`src/hw/rtl/tpp_pkg.sv`:
```
// tpp_pkg: shared types and constants for the tof pixel pseudocolor block
// beat structs for the pixel and color channels, hsv stage types, divide constants
// no dependencies
package tpp_pkg;

  localparam int unsigned CFG_DATA_W  = 32;
  localparam int unsigned CFG_ADDR_W  = 3;

  typedef enum logic [0:0] {
    REG_SATURATION = 1'b0,
    REG_VALUE      = 1'b1
  } cfg_reg_t;

  localparam logic [7:0] SAT_RESET = 8'd255;
  localparam logic [7:0] VAL_RESET = 8'd255;

  // z / 200 as (z * 5243) >> 20, exact for z below 32768
  localparam logic [12:0] ZDIV_MUL   = 13'd5243;
  localparam int unsigned ZDIV_SHIFT = 20;
  // amplitude / 10 as (a * 3277) >> 15, exact for a below 2560
  localparam logic [11:0] ADIV_MUL   = 12'd3277;
  localparam int unsigned ADIV_SHIFT = 15;
  localparam logic [15:0] AMP_CLAMP  = 16'd2560;
  localparam logic [7:0]  HUE_MAX    = 8'd255;
  localparam logic [7:0]  FULL_SCALE = 8'd255;

  localparam logic [7:0] REGION_SPAN = 8'd43;
  localparam logic [7:0] REM_STEP    = 8'd6;

  typedef enum logic [2:0] {
    RGN_RED     = 3'd0,
    RGN_YELLOW  = 3'd1,
    RGN_GREEN   = 3'd2,
    RGN_CYAN    = 3'd3,
    RGN_BLUE    = 3'd4,
    RGN_MAGENTA = 3'd5
  } region_t;

  typedef struct packed {
    logic [7:0]         confidence;
    logic signed [15:0] x_coord;
    logic signed [15:0] y_coord;
    logic signed [15:0] z_coord;
    logic [15:0]        amplitude;
  } pix_in_t;

  typedef struct packed {
    logic               pixel_valid;
    logic [7:0]         range_red;
    logic [7:0]         range_green;
    logic [7:0]         range_blue;
    logic [7:0]         intens_red;
    logic [7:0]         intens_green;
    logic [7:0]         intens_blue;
    logic signed [15:0] x_out;
    logic signed [15:0] y_out;
    logic signed [15:0] z_out;
    logic [15:0]        amplitude_out;
  } pix_out_t;

  typedef struct packed {
    logic       blank;
    logic [7:0] hue;
    logic [7:0] sat;
    logic [7:0] val;
  } hsv_in_t;

  typedef struct packed {
    logic [7:0] red;
    logic [7:0] green;
    logic [7:0] blue;
  } rgb_t;

  function automatic logic [7:0] region_base(region_t rg);
    logic [7:0] base;
    case (rg)
      RGN_RED:     base = 8'd0;
      RGN_YELLOW:  base = REGION_SPAN;
      RGN_GREEN:   base = 8'(2 * REGION_SPAN);
      RGN_CYAN:    base = 8'(3 * REGION_SPAN);
      RGN_BLUE:    base = 8'(4 * REGION_SPAN);
      RGN_MAGENTA: base = 8'(5 * REGION_SPAN);
      default:     base = 8'd0;
    endcase
    return base;
  endfunction

endpackage

```
`src/hw/rtl/tpp_hsv.sv`:
```
// tpp_hsv: three-stage pipelined 8-bit integer hsv to rgb conversion
// stages: region and products, q and t, color select with blanking
// depends on tpp_pkg
module tpp_hsv (
  input  logic            clk,
  input  logic            en,
  input  tpp_pkg::hsv_in_t hsv_in,
  output tpp_pkg::rgb_t    rgb
);

  // stage a
  tpp_pkg::region_t rg_a_next;
  logic [7:0]       diff_a;
  logic [7:0]       rem_a;
  logic [15:0]      p_prod_a;

  tpp_pkg::region_t rg_a;
  logic [15:0]      srem_a;
  logic [15:0]      sirem_a;
  logic [7:0]       p_a;
  logic [7:0]       v_a;
  logic             grey_a;
  logic             blank_a;

  always_comb begin
    if (hsv_in.hue >= 8'(5 * tpp_pkg::REGION_SPAN)) begin
      rg_a_next = tpp_pkg::RGN_MAGENTA;
    end else if (hsv_in.hue >= 8'(4 * tpp_pkg::REGION_SPAN)) begin
      rg_a_next = tpp_pkg::RGN_BLUE;
    end else if (hsv_in.hue >= 8'(3 * tpp_pkg::REGION_SPAN)) begin
      rg_a_next = tpp_pkg::RGN_CYAN;
    end else if (hsv_in.hue >= 8'(2 * tpp_pkg::REGION_SPAN)) begin
      rg_a_next = tpp_pkg::RGN_GREEN;
    end else if (hsv_in.hue >= tpp_pkg::REGION_SPAN) begin
      rg_a_next = tpp_pkg::RGN_YELLOW;
    end else begin
      rg_a_next = tpp_pkg::RGN_RED;
    end
    diff_a   = hsv_in.hue - tpp_pkg::region_base(rg_a_next);
    rem_a    = 8'(diff_a * tpp_pkg::REM_STEP);
    p_prod_a = 16'(hsv_in.val) * 16'(tpp_pkg::FULL_SCALE - hsv_in.sat);
  end

  always_ff @(posedge clk) begin
    if (en) begin
      rg_a    <= rg_a_next;
      srem_a  <= 16'(hsv_in.sat) * 16'(rem_a);
      sirem_a <= 16'(hsv_in.sat) * 16'(tpp_pkg::FULL_SCALE - rem_a);
      p_a     <= p_prod_a[15:8];
      v_a     <= hsv_in.val;
      grey_a  <= (hsv_in.sat == 8'd0);
      blank_a <= hsv_in.blank;
    end
  end

  // stage b
  logic [15:0]      q_prod;
  logic [15:0]      t_prod;
  tpp_pkg::region_t rg_b;
  logic [7:0]       q_b;
  logic [7:0]       t_b;
  logic [7:0]       p_b;
  logic [7:0]       v_b;
  logic             grey_b;
  logic             blank_b;

  assign q_prod = 16'(v_a) * 16'(tpp_pkg::FULL_SCALE - srem_a[15:8]);
  assign t_prod = 16'(v_a) * 16'(tpp_pkg::FULL_SCALE - sirem_a[15:8]);

  always_ff @(posedge clk) begin
    if (en) begin
      rg_b    <= rg_a;
      q_b     <= q_prod[15:8];
      t_b     <= t_prod[15:8];
      p_b     <= p_a;
      v_b     <= v_a;
      grey_b  <= grey_a;
      blank_b <= blank_a;
    end
  end

  // stage c
  tpp_pkg::rgb_t rgb_next;

  always_comb begin
    case (rg_b)
      tpp_pkg::RGN_RED:     rgb_next = '{red: v_b, green: t_b, blue: p_b};
      tpp_pkg::RGN_YELLOW:  rgb_next = '{red: q_b, green: v_b, blue: p_b};
      tpp_pkg::RGN_GREEN:   rgb_next = '{red: p_b, green: v_b, blue: t_b};
      tpp_pkg::RGN_CYAN:    rgb_next = '{red: p_b, green: q_b, blue: v_b};
      tpp_pkg::RGN_BLUE:    rgb_next = '{red: t_b, green: p_b, blue: v_b};
      default:              rgb_next = '{red: v_b, green: p_b, blue: q_b};
    endcase
    if (grey_b) begin
      rgb_next = '{red: v_b, green: v_b, blue: v_b};
    end
    if (blank_b) begin
      rgb_next = '0;
    end
  end

  always_ff @(posedge clk) begin
    if (en) begin
      rgb <= rgb_next;
    end
  end

endmodule

```
`src/hw/rtl/tof_pixel_pseudocolor.sv`:
```
// tof_pixel_pseudocolor: top level, hue stage, pass-through pipeline and register port
// instantiates two tpp_hsv units; depends on tpp_pkg
//
// usage
// - pixel channel (pix_valid, pix_ready, pix_data): one time-of-flight pixel per beat
// - color channel (col_valid, col_ready, col_data): one result beat per pixel, in order
// - register port: apb-style, saturation at address 0, value at address 4, both reset to 255;
//   write only while no pixel is in flight
// - throughput: one pixel per cycle while not stalled; four register stages (hue divide, hsv
//   region and products, q/t products, color select) advance together on one shared enable
//   and carry an accepted pixel beat to its result beat on col_data
// - stall: while col_valid is high and col_ready low the whole pipeline holds and
//   pix_ready is low; an empty output stage keeps pix_ready high
// - reset: synchronous, clears all stage valid bits and sets both registers to 255
// - a nonzero confidence code gives pixel_valid 0 and all other fields 0
module tof_pixel_pseudocolor (
  input  logic                              clk,
  input  logic                              rst,
  input  logic                              pix_valid,
  output logic                              pix_ready,
  input  tpp_pkg::pix_in_t                  pix_data,
  output logic                              col_valid,
  input  logic                              col_ready,
  output tpp_pkg::pix_out_t                 col_data,
  input  logic                              psel,
  input  logic                              penable,
  input  logic                              pwrite,
  input  logic [tpp_pkg::CFG_ADDR_W-1:0]    paddr,
  input  logic [tpp_pkg::CFG_DATA_W-1:0]    pwdata,
  output logic [tpp_pkg::CFG_DATA_W-1:0]    prdata,
  output logic                              pready
);

  typedef struct packed {
    logic               pixel_valid;
    logic signed [15:0] x_coord;
    logic signed [15:0] y_coord;
    logic signed [15:0] z_coord;
    logic [15:0]        amplitude;
  } pass_t;

  // register port
  logic [7:0]        sat;
  logic [7:0]        val;
  tpp_pkg::cfg_reg_t reg_sel;

  assign pready  = 1'b1;
  assign reg_sel = tpp_pkg::cfg_reg_t'(paddr[2]);

  always_ff @(posedge clk) begin
    if (rst) begin
      sat <= tpp_pkg::SAT_RESET;
      val <= tpp_pkg::VAL_RESET;
    end else if (psel && penable && pwrite && pready) begin
      case (reg_sel)
        tpp_pkg::REG_SATURATION: sat <= pwdata[7:0];
        tpp_pkg::REG_VALUE:      val <= pwdata[7:0];
        default: ;
      endcase
    end
  end

  always_comb begin
    case (reg_sel)
      tpp_pkg::REG_SATURATION: prdata = tpp_pkg::CFG_DATA_W'(sat);
      tpp_pkg::REG_VALUE:      prdata = tpp_pkg::CFG_DATA_W'(val);
      default:                 prdata = '0;
    endcase
  end

  // pipeline control
  logic [3:0] vld;
  logic       en;

  assign en        = !vld[3] || col_ready;
  assign pix_ready = en;
  assign col_valid = vld[3];

  always_ff @(posedge clk) begin
    if (rst) begin
      vld <= '0;
    end else if (en) begin
      vld <= {vld[2:0], pix_valid};
    end
  end

  // hue stage
  logic        good;
  logic [27:0] z_prod;
  logic [23:0] a_prod;
  logic [7:0]  zhue_next;
  logic [7:0]  ahue_next;
  logic [7:0]  zhue;
  logic [7:0]  ahue;
  logic        blank;
  pass_t       pass [4];

  assign good   = (pix_data.confidence == 8'd0);
  assign z_prod = 28'(pix_data.z_coord[14:0]) * 28'(tpp_pkg::ZDIV_MUL);
  assign a_prod = 24'(pix_data.amplitude[11:0]) * 24'(tpp_pkg::ADIV_MUL);

  always_comb begin
    if (pix_data.z_coord[15]) begin
      zhue_next = 8'd0;
    end else begin
      zhue_next = z_prod[tpp_pkg::ZDIV_SHIFT +: 8];
    end
    if (pix_data.amplitude >= tpp_pkg::AMP_CLAMP) begin
      ahue_next = tpp_pkg::HUE_MAX;
    end else begin
      ahue_next = a_prod[tpp_pkg::ADIV_SHIFT +: 8];
    end
  end

  always_ff @(posedge clk) begin
    if (en) begin
      zhue  <= zhue_next;
      ahue  <= ahue_next;
      blank <= !good;
      if (good) begin
        pass[0] <= '{pixel_valid: 1'b1, x_coord: pix_data.x_coord, y_coord: pix_data.y_coord,
                     z_coord: pix_data.z_coord, amplitude: pix_data.amplitude};
      end else begin
        pass[0] <= '0;
      end
      pass[1] <= pass[0];
      pass[2] <= pass[1];
      pass[3] <= pass[2];
    end
  end

  // color conversion
  tpp_pkg::hsv_in_t range_hsv;
  tpp_pkg::hsv_in_t intens_hsv;
  tpp_pkg::rgb_t    range_rgb;
  tpp_pkg::rgb_t    intens_rgb;

  assign range_hsv  = '{blank: blank, hue: zhue, sat: sat, val: val};
  assign intens_hsv = '{blank: blank, hue: ahue, sat: sat, val: val};

  tpp_hsv u_range_hsv (
    .clk    (clk),
    .en     (en),
    .hsv_in (range_hsv),
    .rgb    (range_rgb)
  );

  tpp_hsv u_intens_hsv (
    .clk    (clk),
    .en     (en),
    .hsv_in (intens_hsv),
    .rgb    (intens_rgb)
  );

  assign col_data = '{
    pixel_valid:   pass[3].pixel_valid,
    range_red:     range_rgb.red,
    range_green:   range_rgb.green,
    range_blue:    range_rgb.blue,
    intens_red:    intens_rgb.red,
    intens_green:  intens_rgb.green,
    intens_blue:   intens_rgb.blue,
    x_out:         pass[3].x_coord,
    y_out:         pass[3].y_coord,
    z_out:         pass[3].z_coord,
    amplitude_out: pass[3].amplitude
  };

endmodule

```
`config.mk`:
```
export PLATFORM = sky130hd
export DESIGN_NAME = tof_pixel_pseudocolor
export DESIGN_NICKNAME = d
export VERILOG_FILES = /design/src/hw/rtl/tpp_pkg.sv /design/src/hw/rtl/tpp_hsv.sv /design/src/hw/rtl/tof_pixel_pseudocolor.sv
export SDC_FILE = /design/constraint.sdc
export NUM_CORES = 2
export LEC_CHECK = 0
export BUFFER_PORTS_ARGS = -buffer_cell sky130_fd_sc_hd__buf_2
export CAP_MARGIN = 40
export CORE_MARGIN = 1.5
export CORE_UTILIZATION = 47
export CTS_BUF_LIST = sky130_fd_sc_hd__clkbuf_4
export DETAILED_ROUTE_END_ITERATION = 7
export PLACE_DENSITY_LB_ADDON = 0.25
export SETUP_SLACK_MARGIN = 0.05
export SLEW_MARGIN = 25
export SYNTH_ARGS = -nofsm -noshare
export SYNTH_HDL_FRONTEND = slang
export SYNTH_SLANG_ARGS = --single-unit
export TNS_END_PERCENT = 50
```
`constraint.sdc`:
```
create_clock -name clk -period 20.2 [get_ports clk]
set_input_delay 3.03 -clock clk [delete_from_list [all_inputs] [get_ports clk]]
set_output_delay 3.03 -clock clk [all_outputs]
set_load 0.01 [all_outputs]
```
---- After elaboration in Yosys (flattened, before gate mapping) ----
Memory sizes are Yosys's and may differ from the RTL's.
Cells that the tools add are included.
word-level totals
  input bits .............................. 114
  logic and storage cells ................. 123
  output and inout port bits .............. 148
  memories ................................ 1
  register bits ........................... 227
  memory bits (writable) .................. 260
memory list
  name  depth  width  read ports  clocked after memory_dff  write ports  line                         source
  pass  4      65     4           0                         4            tof_pixel_pseudocolor.sv:96  pass_t pass [4];
operators by class
  multipliers ............................. 13
  magnitude comparators ................... 11
  reduce and logical (&&, ||, !) cells .... 11
  equality and inequality tests ........... 18
  muxes and demuxes ....................... 26
  $add $sub $neg .......................... 9
  bitwise gates (word level) .............. 2
operators by type and width
  cell                                                                     count
  24-bit one-hot mux with 5 select lines                                   2
  8-bit by 16-bit multiplier with 16-bit output                            7
  8-bit one-hot mux with 5 select lines                                    2
  65-bit 2-to-1 mux                                                        1
  32-bit one-hot mux with 2 select lines                                   1
  8-bit by 8-bit subtractor with 9-bit output, first input constant        7
  8-bit >= comparator, second input constant                               6
  24-bit 2-to-1 mux                                                        2
  8-bit by 7-bit multiplier with 15-bit output                             2
  15-bit by 13-bit multiplier with 28-bit output, second input constant    1
  3-bit by 2-bit == test with 1-bit output, second input constant          8
  3-bit 2-to-1 mux                                                         8
  12-bit by 12-bit multiplier with 23-bit output, second input constant    1
  3-bit == test, second input constant                                     6
  16-bit by 12-bit >= comparator with 1-bit output, second input constant  1
  8-bit by 6-bit >= comparator with 1-bit output, second input constant    2
  8-bit by 7-bit >= comparator with 1-bit output, second input constant    2
  8-bit zero test                                                          2
  8-bit by 2-bit multiplier with 7-bit output, second input constant       2
  8-bit subtractor                                                         2
  3-bit by 1-bit == test with 1-bit output, second input constant          4
  1-bit 2-to-1 mux                                                         10
  3-bit zero test                                                          2
  2-bit AND reduction                                                      2
  5 further kinds                                                          7

---- Depth between registers and ports, before layout ----
  depth after elaboration ................. 12
  mapped depth ............................ 35
  mapped depth without buffers ............ 35

---- By module ----
From an unflattened synthesis, not the netlist that was laid out.
second synthesis, totals
  cell total of the unflattened synthesis .. 4079
  area, all modules ....................... 44332.5 µm²
by module, submodules not included
  module                  seq. area each (µm²)  times used  cells each  area each (µm²)
  tof_pixel_pseudocolor   8718.4                1           1157        16215.6
  tpp_hsv (u_intens_hsv)  2942.8                1           1454        14077.3
  tpp_hsv (u_range_hsv)   2942.8                1           1468        14039.7

---- Worst setup path after synthesis ----
Ideal clock, no wire load.
  kind .................................... in2out
  start ................................... input col_ready
  end ..................................... output pix_ready
  cell stages on the path ................. 2
  setup slack ............................. 3.756 ns
  buffers on the path ..................... 1
  required time ........................... 17.170 ns
  arrival ................................. 13.414 ns
  cells stage by stage .................... nand2b_1 -> clkbuf_1
on the way
  longest elaborated chain between the ends .. 1
ends and longest elaborated chain
  item                line                         source
  start: declaration  tof_pixel_pseudocolor.sv:23  input logic col_ready,
  1-bit logical OR    tof_pixel_pseudocolor.sv:75  assign en = !vld[3] || col_ready;
  end: declaration    tof_pixel_pseudocolor.sv:20  output logic pix_ready,
Every way passes these cells.

---- Final worst setup path ----
  start ................................... register zhue[4]
  end ..................................... register u_range_hsv.srem_a[15] (data pin)
on the way
  longest elaborated chain between the ends .. 11
  elaborated cells on any way between the ends .. 19
  classes of those cells .................. add/sub: 1; mul: 2; order compare: 5; eq/ne: 5; mux: 6
ends and longest elaborated chain
  item                                              line                          source
  start: declaration                                tof_pixel_pseudocolor.sv:93   logic [7:0] zhue;
  start signal: assignment                          tof_pixel_pseudocolor.sv:117  zhue <= zhue_next;
  8-bit by 6-bit >= comparator with 1-bit output    tpp_hsv.sv:34                 end else if (hsv_in.hue >= tpp_pkg::REGION_SPAN) begin
  1-bit 2-to-1 mux                                  tpp_hsv.sv:34
  3-bit 2-to-1 mux                                  tpp_hsv.sv:32                 end else if (hsv_in.hue >= 8'(2 * tpp_pkg::REGION_SPAN)) begin
  3-bit 2-to-1 mux                                  tpp_hsv.sv:30                 end else if (hsv_in.hue >= 8'(3 * tpp_pkg::REGION_SPAN)) begin
  3-bit 2-to-1 mux                                  tpp_hsv.sv:28                 end else if (hsv_in.hue >= 8'(4 * tpp_pkg::REGION_SPAN)) begin
  3-bit 2-to-1 mux                                  tpp_hsv.sv:26                 if (hsv_in.hue >= 8'(5 * tpp_pkg::REGION_SPAN)) begin
  3-bit == test, or another cell as far along       tpp_pkg.sv:76                 case (rg)
  8-bit one-hot mux with 5 select lines             tpp_pkg.sv:76
  8-bit subtractor (*)                              tpp_hsv.sv:39                 diff_a = hsv_in.hue - tpp_pkg::region_base(rg_a_next);
  8-bit by 2-bit multiplier with 7-bit output (*)   tpp_hsv.sv:40                 rem_a = 8'(diff_a * tpp_pkg::REM_STEP);
  8-bit by 7-bit multiplier with 15-bit output (*)  tpp_hsv.sv:47                 srem_a <= 16'(hsv_in.sat) * 16'(rem_a);
  end signal: assignment                            tpp_hsv.sv:47
  end: declaration                                  tpp_hsv.sv:18                 logic [15:0] srem_a;
Every way passes the cells marked *; elsewhere a longest branch is shown, timed or not.
A chain may end at the register's enable or synchronous reset.

==> results.tsv <==
metric	value	unit
post-synth top area cell	edfxtp_1	
warnings from Yosys	0	
DIE HEIGHT	296	um
crit start category	flip-flop	
final worst path period share	0.467	
flip-flop and latch area	13500	um^2
Post-CTS Resized	0	
wire length of the first global-routing pass	135	mm
initial antenna violation count	5	
kind of critical path	flip-flop to flip-flop	
synth cell count leaders	619 x inv_1, 501 x ha_1, 437 x edfxtp_1	
most frequent cell after synthesis	inv_1	
global route overflow	0	
Final nets	4993	
hold bufs inserted after CTS	0	
Cell Area, Synth	40400	um^2
num ports	262	
Slew Limit Fails	0	
Worst path slowest cell	xnor2_1	
crit end category	flip-flop	
die area	87800	um^2
Placeable Area	85100	um^2
flops & latches, synth	457	
sequential share of the synthesized area	0.335	
cts bufs inserted	115	
worst rel slew slack	0.439	
Peak Freq	0.106	GHz
number of enable flip-flop cells after synthesis	437	
FFs w/ async S/R, synth	0	
Vias	26200	
DP HPWL	63.1	mm
Rows	107	
Required @ worst endpoint	20.82	ns
CP peak stage delay	0.68	ns
HP Class	flip-flop to flip-flop	
TritonRoute pass-1 iters	5	
leading post-synthesis cells by cell area	edfxtp_1 32%, fa_1 20%, ha_1 16%	
worst hold-check slack	0.369	ns
Clock Sink Count	457	
setup bufs post-CTS	0	
Syn Area/Cell	10.8	um^2
Final Critical Period	9.42	ns
Starting Density	0.475	
DRT Wirelength	83.2	mm
RSZ-0062 raised after global routing	false	
setup TNS	0	ns
FF-to-FF setup slack	10.78	ns
critical path arrival	10.04	ns
layout cells sized above 1	0.111	
largest net degree at the start of global routing	68	
placer's final routability congestion estimate	0.862	
Routed Antenna Nets	0	
Primary FF master, synth	edfxtp_1	
worst-margin pin slew	0.836	ns
TritonCTS clock tree	built	
Fin. Hold Viols	0	
All-Layer GR Usage	0.194	
most used cell, CP	fa_1	
clock tree root buffer cell	clkbuf_4	
largest fanout on the critical path	8	
clock skew	0.0679	ns
Synth top area share	0.325	
Largest register FFs	260	
IO Port Bufs	210	
most flop-heavy register	pass	
first-iteration detailed-routing DRC count	1258	
area grow syn2layout	9.57	%
endpoints failing setup	0	
synthesized instance count	3731	
Via density	5.04	
outcome	completed	
Largest regs	pass (260), u_intens_hsv.rgb (24), u_range_hsv.rgb (24)	
number of remaining DRC errors	0	
CTS Buffer Depth	3	
fillers	7644	
number of global-route vias before repair	26400	
multi-input logic area	24000	um^2
Max Cap Viol	0	
CTS clk-pin slew, worst paths	0.07	ns
Routed WL per cell	16.0	um
die width	296	um
Worst-Skew Late Latency	0.92	ns
Unique masters post-synth	71	
H-tree levels	3	
path summary, 6_finish.rpt:
check	from	endpoint	cells past startpoint
max	zhue[4]	u_range_hsv.srem_a[15]	33
min	pass[1][47]	pass[2][47]	0
max reg2reg	zhue[4]	u_range_hsv.srem_a[15]	33
min reg2reg	pass[1][47]	pass[2][47]	0
per-stage QoR:
| stage | std cells | area, um^2 | util | worst slack (ns) |
|---|---|---|---|---|
| 2_1_floorplan | 3754 | 40500 | - | 3.76 |
| 3_3_place_gp | 4983 | 42600 | 0.500 | 11.02 |
| 3_5_place_dp | 4988 | 42600 | 0.501 | 10.92 |
| 4_1_cts | 5186 | 44200 | 0.519 | 10.92 |
| 5_1_grt | 5195 | 44300 | 0.520 | 10.30 |
| 6_report | 5195 | 44300 | 0.520 | 10.78 |
per-layer routing:
layer  up-vias  track usage  part of all wire
met3        98       0.0275             0.039
met5         -            0                 0
met1     12800        0.268              0.46
met4         0       0.0493             0.018
li1      12800            -                 -
met2       517        0.321              0.48
worst max-delay path: cells and delay by family, from the launching register on:
family                   cells  cell delay [ns]
XOR/XNOR                     4             1.36
AO/OA/AOI/OAI               11             2.63
AND/OR/NAND/NOR              8             1.80
flip-flops                   1             0.50
adder cells (fa/ha/maj)      7             2.72
buffers and inverters        3             0.14
cells by family (layout without fill, tap and decap cells):
family,count (synthesis),after routing,share of synthesized area
compound gates,413,413,0.0649
xor+xnor,100,100,0.0225
fa+ha+maj,913,913,0.359
buf+inv,776,1069,0.0744
flops,457,457,0.335
mux,19,19,0.00492
other cells,2,29,0.000186
simple gates,1051,1051,0.139
cell usage in the layout (no fill, tap or decap), types with 27 or more instances in the layout:
| cell | instances |
|---|---|
| inv_1 | 619 |
| and2_1 | 76 |
| xnor2_1 | 62 |
| buf_2 | 210 |
| clkbuf_4 | 155 |
| edfxtp_1 | 437 |
| o21ai_0 | 53 |
| a21oi_1 | 158 |
| nand2b_1 | 170 |
| nor2b_1 | 269 |
| fa_1 | 412 |
| buf_4 | 32 |
| a21o_1 | 40 |
| ha_1 | 501 |
| clkinv_1 | 27 |
| nor2_1 | 252 |
| xor2_1 | 35 |
| nor3_1 | 35 |
| nand2_1 | 138 |
area by class of cell:
type,instances,area share
clock buffers,154,0.0261
repair buffers,251,0.0327
flip-flops and latches,457,0.305
diodes,4,0.000226
inverters,620,0.0525
multi-input cells,2521,0.542
clock inverters,44,0.00896
well taps,1144,0.0323
Power is left out: the tool's default activity adds up to more than one toggle a clock period on the data nets, which glitch-free logic cannot reach.
